===== config.mk =====
export PLATFORM = sky130hd
export DESIGN_NAME = velocity_pi_with_lowpass
export DESIGN_NICKNAME = d
export VERILOG_FILES = /design/src/hw/rtl/vpl_pkg.sv /design/src/hw/rtl/velocity_pi_with_lowpass.sv /design/src/hw/rtl/vpl_div5.sv
export SDC_FILE = /design/constraint.sdc
export NUM_CORES = 2
export LEC_CHECK = 0
export BUFFER_PORTS_ARGS = -buffer_cell sky130_fd_sc_hd__buf_2
export CORE_MARGIN = 5
export CORE_UTILIZATION = 30
export DETAILED_ROUTE_END_ITERATION = 16
export PLACE_DENSITY_LB_ADDON = 0.3
export SYNTH_ARGS = -nofsm -noshare
export SYNTH_HDL_FRONTEND = slang
export SYNTH_SLANG_ARGS = --single-unit

===== constraint.sdc =====
create_clock -name i_clk -period 11.1 [get_ports i_clk]
set_clock_uncertainty 0.15 [all_clocks]
set_input_delay 0.555 -clock i_clk [delete_from_list [all_inputs] [get_ports i_clk]]
set_output_delay 0.555 -clock i_clk [all_outputs]
set_load 0.05 [all_outputs]

===== src/hw/rtl/vpl_pkg.sv =====
// ----------------------------------------------------------------------------
// vpl_pkg: shared constants for the velocity PI controller
// Fixed-point formats, register indexes and derived datapath widths.
// ----------------------------------------------------------------------------
package vpl_pkg;

    // encoder count width, taken from the low bits of each count field
    localparam int CountBits  = 16;
    localparam int FracBits   = 16;    // state and gain fraction bits
    localparam int StateW     = 40;
    localparam int GainW      = 32;
    localparam int TargetW    = 25;
    localparam int TargetFrac = 8;
    localparam int DriveW     = 32;

    localparam longint IntegLimit  = 100000;
    localparam longint IntegLimitQ = IntegLimit * (longint'(1) <<< FracBits);

    // configuration port
    localparam int CfgIdxW  = 2;
    localparam int CfgDataW = 32;

    localparam logic [CfgIdxW-1:0] RegPropGain   = CfgIdxW'(0);
    localparam logic [CfgIdxW-1:0] RegIntegGain  = CfgIdxW'(1);
    localparam logic [CfgIdxW-1:0] RegTargetSpeed = CfgIdxW'(2);

    localparam logic signed [GainW-1:0]   PropGainRst   = GainW'(13107200);
    localparam logic signed [GainW-1:0]   IntegGainRst  = GainW'(6554);
    localparam logic signed [TargetW-1:0] TargetRst     = TargetW'(0);

    // error = (left + right) * 2^16 - target * 2^8
    localparam int ErrW = (((CountBits + 1 + FracBits) > (TargetW + FracBits - TargetFrac))
                          ? (CountBits + 1 + FracBits)
                          : (TargetW + FracBits - TargetFrac)) + 1;

    // numerator 4*filtered + error
    localparam int NumW = (((StateW + 2) > ErrW) ? (StateW + 2) : ErrW) + 1;

    // divide by five, four quotient bits per cycle
    localparam int DivDigitW = 4;
    localparam int DivSteps  = (NumW + DivDigitW - 1) / DivDigitW;
    localparam int QuoW      = DivSteps * DivDigitW;
    localparam int DivCntW   = $clog2(DivSteps + 1);

    // shared multiplier: gain times one slice of a state word
    localparam int LowW  = 24;
    localparam int MulBW = LowW + 1;
    localparam int MulW  = GainW + MulBW;
    localparam int AccW  = GainW + StateW + 1;

endpackage


===== src/hw/rtl/velocity_pi_with_lowpass.sv =====
// ----------------------------------------------------------------------------
// velocity_pi_with_lowpass: velocity PI controller with low-pass and clamp
// Filters the wheel speed error, integrates it with a clamp and drives a
// PI output, all in fixed point.
// ----------------------------------------------------------------------------
// Usage:
//   Input channel: i_in_valid / o_in_stall with the left and right encoder
//   counts. One word is taken when the block is idle; o_in_stall stays high
//   while a sample is being worked on.
//   Output channel: o_out_valid / i_out_stall with the drive value and the
//   integral clamp flag. The result sits in an output register, so the next
//   sample is taken while a result still waits; a stalled result holds.
//   Configuration: i_cfg_valid / o_cfg_ready with index and data; ready is
//   always high. Write only while no sample is in flight.
//   Sequence: from the accepted input word the block forms the numerator,
//   starts the divider and waits for the divide by five (radix-16 digits
//   plus done), then filters, updates the integral, makes four passes
//   through the shared 32x25 multiplier, rounds, saturates and loads the
//   output register. A new input word is taken only once the last sample
//   has gone to the output register.
//   A finished sample waits for the output register to drain if the
//   receiver stalls.
//   Reset: gains and target return to their defaults, the filter and the
//   integral return to zero, no result is pending.
module velocity_pi_with_lowpass (
    input  logic                                 i_clk,
    input  logic                                 i_rst_n,
    input  logic                                 i_in_valid,
    output logic                                 o_in_stall,
    input  logic signed [vpl_pkg::CountBits-1:0] i_left_count,
    input  logic signed [vpl_pkg::CountBits-1:0] i_right_count,
    output logic                                 o_out_valid,
    input  logic                                 i_out_stall,
    output logic signed [vpl_pkg::DriveW-1:0]    o_drive_value,
    output logic                                 o_integral_clamped,
    input  logic                                 i_cfg_valid,
    output logic                                 o_cfg_ready,
    input  logic [vpl_pkg::CfgIdxW-1:0]          i_cfg_index,
    input  logic [vpl_pkg::CfgDataW-1:0]         i_cfg_data
);
    import vpl_pkg::*;

    localparam int SumW = StateW + 1;
    localparam logic signed [SumW-1:0] LimPos = SumW'(IntegLimitQ);
    localparam logic signed [SumW-1:0] LimNeg = SumW'(-IntegLimitQ);
    localparam logic [QuoW-1:0] QPosMax = QuoW'((longint'(1) <<< (StateW - 1)) - 1);
    localparam logic [QuoW-1:0] QNegMax = QuoW'(longint'(1) <<< (StateW - 1));
    localparam logic signed [StateW-1:0] StateMax = {1'b0, {(StateW-1){1'b1}}};
    localparam logic signed [StateW-1:0] StateMin = {1'b1, {(StateW-1){1'b0}}};
    localparam logic [AccW-1:0] RndBias = {{(AccW-32){1'b0}}, {32{1'b1}}};
    localparam int YW = AccW - 32;

    typedef enum logic [3:0] {
        S_IDLE, S_NUM, S_DIV_GO, S_DIV_WAIT, S_FILT,
        S_INTEG, S_MUL, S_RND, S_SAT, S_DONE
    } t_state;

    t_state                     r_state;
    logic signed [GainW-1:0]    r_prop_gain;
    logic signed [GainW-1:0]    r_integ_gain;
    logic signed [TargetW-1:0]  r_target;
    logic signed [StateW-1:0]   r_filt;
    logic signed [StateW-1:0]   r_integ;
    logic signed [ErrW-1:0]     r_err;
    logic signed [NumW-1:0]     r_num;
    logic                       r_num_neg;
    logic                       r_clamped;
    logic [2:0]                 r_step;
    logic signed [MulW-1:0]     r_prod;
    logic                       r_prod_hi;
    logic signed [AccW-1:0]     r_acc;
    logic signed [DriveW-1:0]   r_drive;
    logic                       r_out_valid;
    logic signed [DriveW-1:0]   r_out_drive;
    logic                       r_out_clamped;

    logic                       in_accept;
    logic                       out_free;
    logic signed [ErrW-1:0]     w_sum;
    logic signed [ErrW-1:0]     w_err;
    logic [NumW-1:0]            w_mag;
    logic                       div_start;
    logic                       div_done;
    logic [QuoW-1:0]            div_quo;
    logic signed [StateW-1:0]   w_filt;
    logic signed [SumW-1:0]     w_isum;
    logic signed [GainW-1:0]    mul_a;
    logic signed [StateW-1:0]   mul_st;
    logic signed [MulBW-1:0]    mul_b;
    logic signed [AccW-1:0]     w_addend;
    logic signed [YW-1:0]       w_y;

    assign in_accept   = i_in_valid && (r_state == S_IDLE);
    assign out_free    = !r_out_valid || !i_out_stall;
    assign o_in_stall  = (r_state != S_IDLE);
    assign o_cfg_ready = 1'b1;

    // speed error in Q16
    assign w_sum = ErrW'(i_left_count) + ErrW'(i_right_count);
    assign w_err = (w_sum <<< FracBits) - (ErrW'(r_target) <<< (FracBits - TargetFrac));

    assign w_mag     = r_num[NumW-1] ? NumW'(-r_num) : NumW'(r_num);
    assign div_start = (r_state == S_DIV_GO);

    vpl_div5 u_div5 (
        .i_clk      (i_clk),
        .i_rst_n    (i_rst_n),
        .i_start    (div_start),
        .i_dividend (w_mag),
        .o_done     (div_done),
        .o_quotient (div_quo)
    );

    // restore sign of the truncated quotient and saturate to the state range
    always_comb begin
        if (!r_num_neg) begin
            w_filt = (div_quo > QPosMax) ? StateMax : StateW'(div_quo);
        end else begin
            w_filt = (div_quo > QNegMax) ? StateMin : -StateW'(div_quo);
        end
    end

    assign w_isum = SumW'(r_integ) + SumW'(r_filt);

    // multiplier operands: step bit 1 picks the term, bit 0 the state slice
    assign mul_a  = r_step[1] ? r_integ_gain : r_prop_gain;
    assign mul_st = r_step[1] ? r_integ : r_filt;
    assign mul_b  = r_step[0]
                  ? MulBW'($signed(mul_st[StateW-1:LowW]))
                  : $signed({1'b0, mul_st[LowW-1:0]});

    assign w_addend = r_prod_hi ? (AccW'(r_prod) <<< LowW) : AccW'(r_prod);
    assign w_y      = r_acc[AccW-1:32];

    always_ff @(posedge i_clk) begin
        if (!i_rst_n) begin
            r_state       <= S_IDLE;
            r_prop_gain   <= PropGainRst;
            r_integ_gain  <= IntegGainRst;
            r_target      <= TargetRst;
            r_filt        <= '0;
            r_integ       <= '0;
            r_step        <= '0;
            r_out_valid   <= 1'b0;
        end else begin
            if (i_cfg_valid) begin
                unique case (i_cfg_index)
                    RegPropGain:    r_prop_gain  <= GainW'(i_cfg_data);
                    RegIntegGain:   r_integ_gain <= GainW'(i_cfg_data);
                    RegTargetSpeed: r_target     <= i_cfg_data[TargetW-1:0];
                    default: ;
                endcase
            end

            if (r_out_valid && !i_out_stall) begin
                r_out_valid <= 1'b0;
            end

            unique case (r_state)
                S_IDLE: begin
                    if (in_accept) begin
                        r_err   <= w_err;
                        r_state <= S_NUM;
                    end
                end
                S_NUM: begin
                    r_num   <= (NumW'(r_filt) <<< 2) + NumW'(r_err);
                    r_state <= S_DIV_GO;
                end
                S_DIV_GO: begin
                    r_num_neg <= r_num[NumW-1];
                    r_state   <= S_DIV_WAIT;
                end
                S_DIV_WAIT: begin
                    if (div_done) begin
                        r_state <= S_FILT;
                    end
                end
                S_FILT: begin
                    r_filt  <= w_filt;
                    r_state <= S_INTEG;
                end
                S_INTEG: begin
                    if (w_isum > LimPos) begin
                        r_integ   <= StateW'(LimPos);
                        r_clamped <= 1'b1;
                    end else if (w_isum < LimNeg) begin
                        r_integ   <= StateW'(LimNeg);
                        r_clamped <= 1'b1;
                    end else begin
                        r_integ   <= w_isum[StateW-1:0];
                        r_clamped <= 1'b0;
                    end
                    r_acc   <= '0;
                    r_step  <= '0;
                    r_state <= S_MUL;
                end
                S_MUL: begin
                    // multiply for step n while the product of step n-1 accumulates
                    if (r_step != 3'd4) begin
                        r_prod    <= mul_a * mul_b;
                        r_prod_hi <= r_step[0];
                    end
                    if (r_step != 3'd0) begin
                        r_acc <= r_acc + w_addend;
                    end
                    if (r_step == 3'd4) begin
                        r_state <= S_RND;
                    end else begin
                        r_step <= r_step + 3'd1;
                    end
                end
                S_RND: begin
                    // bias negative sums so the shift truncates toward zero
                    r_acc   <= r_acc + (r_acc[AccW-1] ? $signed(RndBias) : '0);
                    r_state <= S_SAT;
                end
                S_SAT: begin
                    if (w_y[YW-1:DriveW-1] == '0 || w_y[YW-1:DriveW-1] == '1) begin
                        r_drive <= w_y[DriveW-1:0];
                    end else if (w_y[YW-1]) begin
                        r_drive <= {1'b1, {(DriveW-1){1'b0}}};
                    end else begin
                        r_drive <= {1'b0, {(DriveW-1){1'b1}}};
                    end
                    r_state <= S_DONE;
                end
                S_DONE: begin
                    if (out_free) begin
                        r_out_valid   <= 1'b1;
                        r_out_drive   <= r_drive;
                        r_out_clamped <= r_clamped;
                        r_state       <= S_IDLE;
                    end
                end
                default: r_state <= S_IDLE;
            endcase
        end
    end

    assign o_out_valid        = r_out_valid;
    assign o_drive_value      = r_out_drive;
    assign o_integral_clamped = r_out_clamped;

endmodule


===== src/hw/rtl/vpl_div5.sv =====
// ----------------------------------------------------------------------------
// vpl_div5: iterative unsigned divide by five
// Long division, four dividend bits per cycle, quotient valid on o_done.
// ----------------------------------------------------------------------------
module vpl_div5 (
    input  logic                       i_clk,
    input  logic                       i_rst_n,
    input  logic                       i_start,
    input  logic [vpl_pkg::NumW-1:0]   i_dividend,
    output logic                       o_done,
    output logic [vpl_pkg::QuoW-1:0]   o_quotient
);
    import vpl_pkg::*;

    localparam logic [3:0] Five = 4'd5;

    logic                 r_busy;
    logic                 r_done;
    logic [DivCntW-1:0]   r_cnt;
    logic [QuoW-1:0]      r_shift;
    logic [QuoW-1:0]      r_quo;
    logic [2:0]           r_rem;

    logic [2:0]           n_rem;
    logic [DivDigitW-1:0] n_qdig;

    // one radix-16 digit: four restoring steps on a 3-bit remainder
    always_comb begin
        logic [3:0] t;
        n_rem = r_rem;
        n_qdig = '0;
        for (int k = 0; k < DivDigitW; k++) begin
            t = {n_rem, r_shift[QuoW-1-k]};
            if (t >= Five) begin
                n_rem = 3'(t - Five);
                n_qdig[DivDigitW-1-k] = 1'b1;
            end else begin
                n_rem = t[2:0];
            end
        end
    end

    always_ff @(posedge i_clk) begin
        if (!i_rst_n) begin
            r_busy <= 1'b0;
            r_done <= 1'b0;
            r_cnt  <= '0;
        end else begin
            r_done <= 1'b0;
            if (i_start) begin
                r_busy  <= 1'b1;
                r_cnt   <= DivCntW'(DivSteps);
                r_shift <= QuoW'(i_dividend);
                r_rem   <= '0;
                r_quo   <= '0;
            end else if (r_busy) begin
                r_shift <= r_shift << DivDigitW;
                r_rem   <= n_rem;
                r_quo   <= {r_quo[QuoW-DivDigitW-1:0], n_qdig};
                r_cnt   <= r_cnt - DivCntW'(1);
                if (r_cnt == DivCntW'(1)) begin
                    r_busy <= 1'b0;
                    r_done <= 1'b1;
                end
            end
        end
    end

    assign o_done     = r_done;
    assign o_quotient = r_quo;

endmodule


==> reports/qor.yml <==
fill_cells: 21190
synth_top_family_by_area: "adder cells"
fin_crit_ns: 9.684
grt_pass1_vias: 49820
start_util_pct: 30.18
arrival_ns: 9.95
timing.fmax_ghz: 0.1033
power.switching_uw: 1927
worstPathRequired_ns: 11.37
p_int_uw: 4125
synth_edf_count: 354
critPathCaptureType: "register"
layout.nets: 8045
clock_sinks: 537
fin_setup_tns_ns: 0
post_cts_buffers: 0
tightest_slew_ns: 1.164
p_comb_share_pct: 22.6
clkTransAtPathRegs_ns: 0.05
rsz0062_at_grt: "false"
antenna_left: 0
synthFlopType: "edfxtp_1"
synthXorXnorAreaFrac_pct: 4.861
ys_types: 97
synth_compound_area_share_pct: 12.96
synth_common_cells: "inv_1, nand2_1, fa_1"
synth_warnings: 0
clockPowerShare_pct: 37.9
finalHoldViolations: 0
muxShareOfSynthArea_pct: 2.458
crit_fanout: 22
dieWidth_um: 463.9
critPathLaunchType: "register"
synthCells: 6766
first_pass_iters: 5
num_rows: 166
cts_root_buf: "clkbuf_16"
cts_tree: "done"
die_area_mm2: 0.2152
coreArea_mm2: 0.2048
drtIter0Drc: 3623
grt_max_degree: 107
report.final.setup_viol: 0
p_leak_uw: 0.03039
path_class: "register to register"
min_period_over_period_pct: 87.25
fin_util_pct: 33.19
area_delta_synth_final_pct: 9.996
hp-class: "primary input to register"
dp.cells: 9367
drt_wl_total_mm: 196.8
yosys-top-cells-area: "fa_1, edfxtp_1, ha_1"
globalRouteOverflowTotal: 0
syn-cell-area_mm2: 0.06180
cts_buffer_depth: 3
wl_per_cell_um: 20.69
dpl.hpwl_mm: 155.0
layoutNonFillerInstCount: 9514
yosysMostFrequentCell: "inv_1"
die_h_um: 463.9
switching_share_pct: 31.84
synthArstFlopShare_pct: 0
synth_nets: 8042
vias: 48270
gp_congestion: 0.9251
synth-seq-area-share_pct: 23.13
powerDensity_mw_per_mm2: 89.02
pwr-share-seq_pct: 39.6
grt_usage_pct: 18.16
yosys.area_share.adder_pct: 34.41
avgSynthCellArea_um2: 9.133
netlist.area_leader.share_pct: 26.69
pin_count: 107
drc: 0
io_buffer_count: 105
ff_latch_area_mm2: 0.01430
peakVddDrop_v: 0.00009918
grt_pass1_wl_mm: 304.1
post_cts_resized: 0
multi_input_area_mm2: 0.04301
slew_violations: 0
htreeDepth: 3
drive_above_1_share_pct: 6.975
ys_seq_elements: 537
maxCapViolCount: 0
holdBufCountCts: 18
post_drt_via_cell_ratio: 5.073
slew_headroom_pct: 22.38
clk_latency_ns: 0.68
status: "complete, no violations"
cts_buffers: 70
antenna_found_initial: 9
yosys.area_share.simple_pct: 14.62
yosysTopAreaCell: "fa_1"
area by class of cell:
class / instances / share of cell area [%]
inverter: 945 / 5.218
timing repair buffer: 223 / 2.165
clock inverter: 33 / 0.4952
sequential: 537 / 21.03
multi-input combinational: 4992 / 63.27
antenna: 2 / 0.007363
tap: 2688 / 4.948
clock buffer: 94 / 2.859
flip-flops by register name (all words and copies together), names as in the netlist, 3 cells and up:
signal,flops
r_prop_gain,32
r_err,26
r_state,4
r_integ,40
u_div5.r_rem,3
r_num,41
r_step,3
r_acc,73
u_div5.r_cnt,4
u_div5.o_quotient,44
r_target,25
o_drive_value,32
u_div5.r_shift,42
r_drive,32
r_filt,40
r_prod,57
r_integ_gain,32
metrics by stage:
| step | setup WS, ns | cell area, um^2 | hold WS [ns] | total power, uW |
|---|---|---|---|---|
| after detailed placement | 1.411 | 65510 | 0.2545 | 3785 |
| final | 1.416 | 67970 | 0.05499 | 6051 |
| after CTS | 1.397 | 67970 | 0.004736 | 6113 |
| after global routing | 0.9445 | 67970 | 0.03845 | 6354 |
| after floorplan | 1.995 | 61800 | 0.2503 | 3333 |
| after global placement | 1.533 | 65510 | 0.2532 | 3756 |
routing by layer:
metal	global-route usage, %	wire length (um)	vias to the layer above
li1	-	-	22230
met1	25.49	90090	24210
met2	27.98	85390	1520
met3	4.034	14940	296
met4	5.408	6348	8
met5	0.06684	48	-
power groups by stage:
| stage | Combinational, uW | Clock [uW] | Sequential, uW |
|---|---|---|---|
| after detailed placement | 1350 | 0 | 2430 |
| after CTS | 1360 | 2360 | 2390 |
| after global placement | 1320 | 0 | 2430 |
| after global routing | 1520 | 2430 | 2410 |
| after floorplan | 946 | 0 | 2390 |
| final | 1360 | 2290 | 2390 |
critical path, cell delays in order (launching register included):
cell       delay [ns]
dfxtp_4          0.60
mux2_2           0.40
and2_1           0.17
buf_4            0.22
nor2_2           0.87
nor2_1           0.15
fa_1             0.50
fa_1             0.53
fa_1             0.53
fa_1             0.53
fa_1             0.52
fa_1             0.56
inv_1            0.06
fa_1             0.60
inv_1            0.06
ha_1             0.40
a2111oi_0        0.43
o21ai_0          0.21
a31oi_1          0.27
nor4b_1          0.35
a211o_1          0.21
a211oi_1         0.12
or4_1            0.53
a31oi_1          0.18
o21bai_1         0.09
xor2_1           0.14
kinds of logic (layout without fill, tap and decap cells):
family                   after synthesis  after routing
AO/OA/AOI/OAI                       1249           1249
XOR/XNOR                             343            343
adder cells (fa/ha/maj)             1205           1205
buffers and inverters               1237           1295
flip-flops                           537            537
multiplexers                         137            137
other                                  1              3
AND/OR/NAND/NOR                     2057           2057
cell usage in the layout (no fill, tap or decap), types with 54 or more instances in the layout:
cell and n:
inv_1 943, nand2_1 915, fa_1 824, nor2_1 606
ha_1 381, edfxtp_1 354, a21oi_1 306, o21ai_0 243
xnor2_1 200, dfxtp_1 182, a21o_1 169, xor2_1 143
buf_2 104, buf_4 100, a21boi_0 96, and2_1 80
nand3_1 79, mux2_2 78, o22ai_1 71, clkbuf_16 71
nor3_1 62, o21bai_1 61, mux2i_1 54
path summary, 6_finish.rpt:
path                            slack [ns]                to  cells after the start      startpoint
worst max-delay path                  1.42        r_prod[55]                     25       r_step[1]
worst min-delay path                  0.05  r_integ_gain[20]                      3  i_cfg_data[20]
worst max register to register        1.42        r_prod[55]                     25       r_step[1]
worst min register to register        0.27  o_drive_value[3]                      0      r_drive[3]
Note: power is estimated with default switching activity, not from simulation.
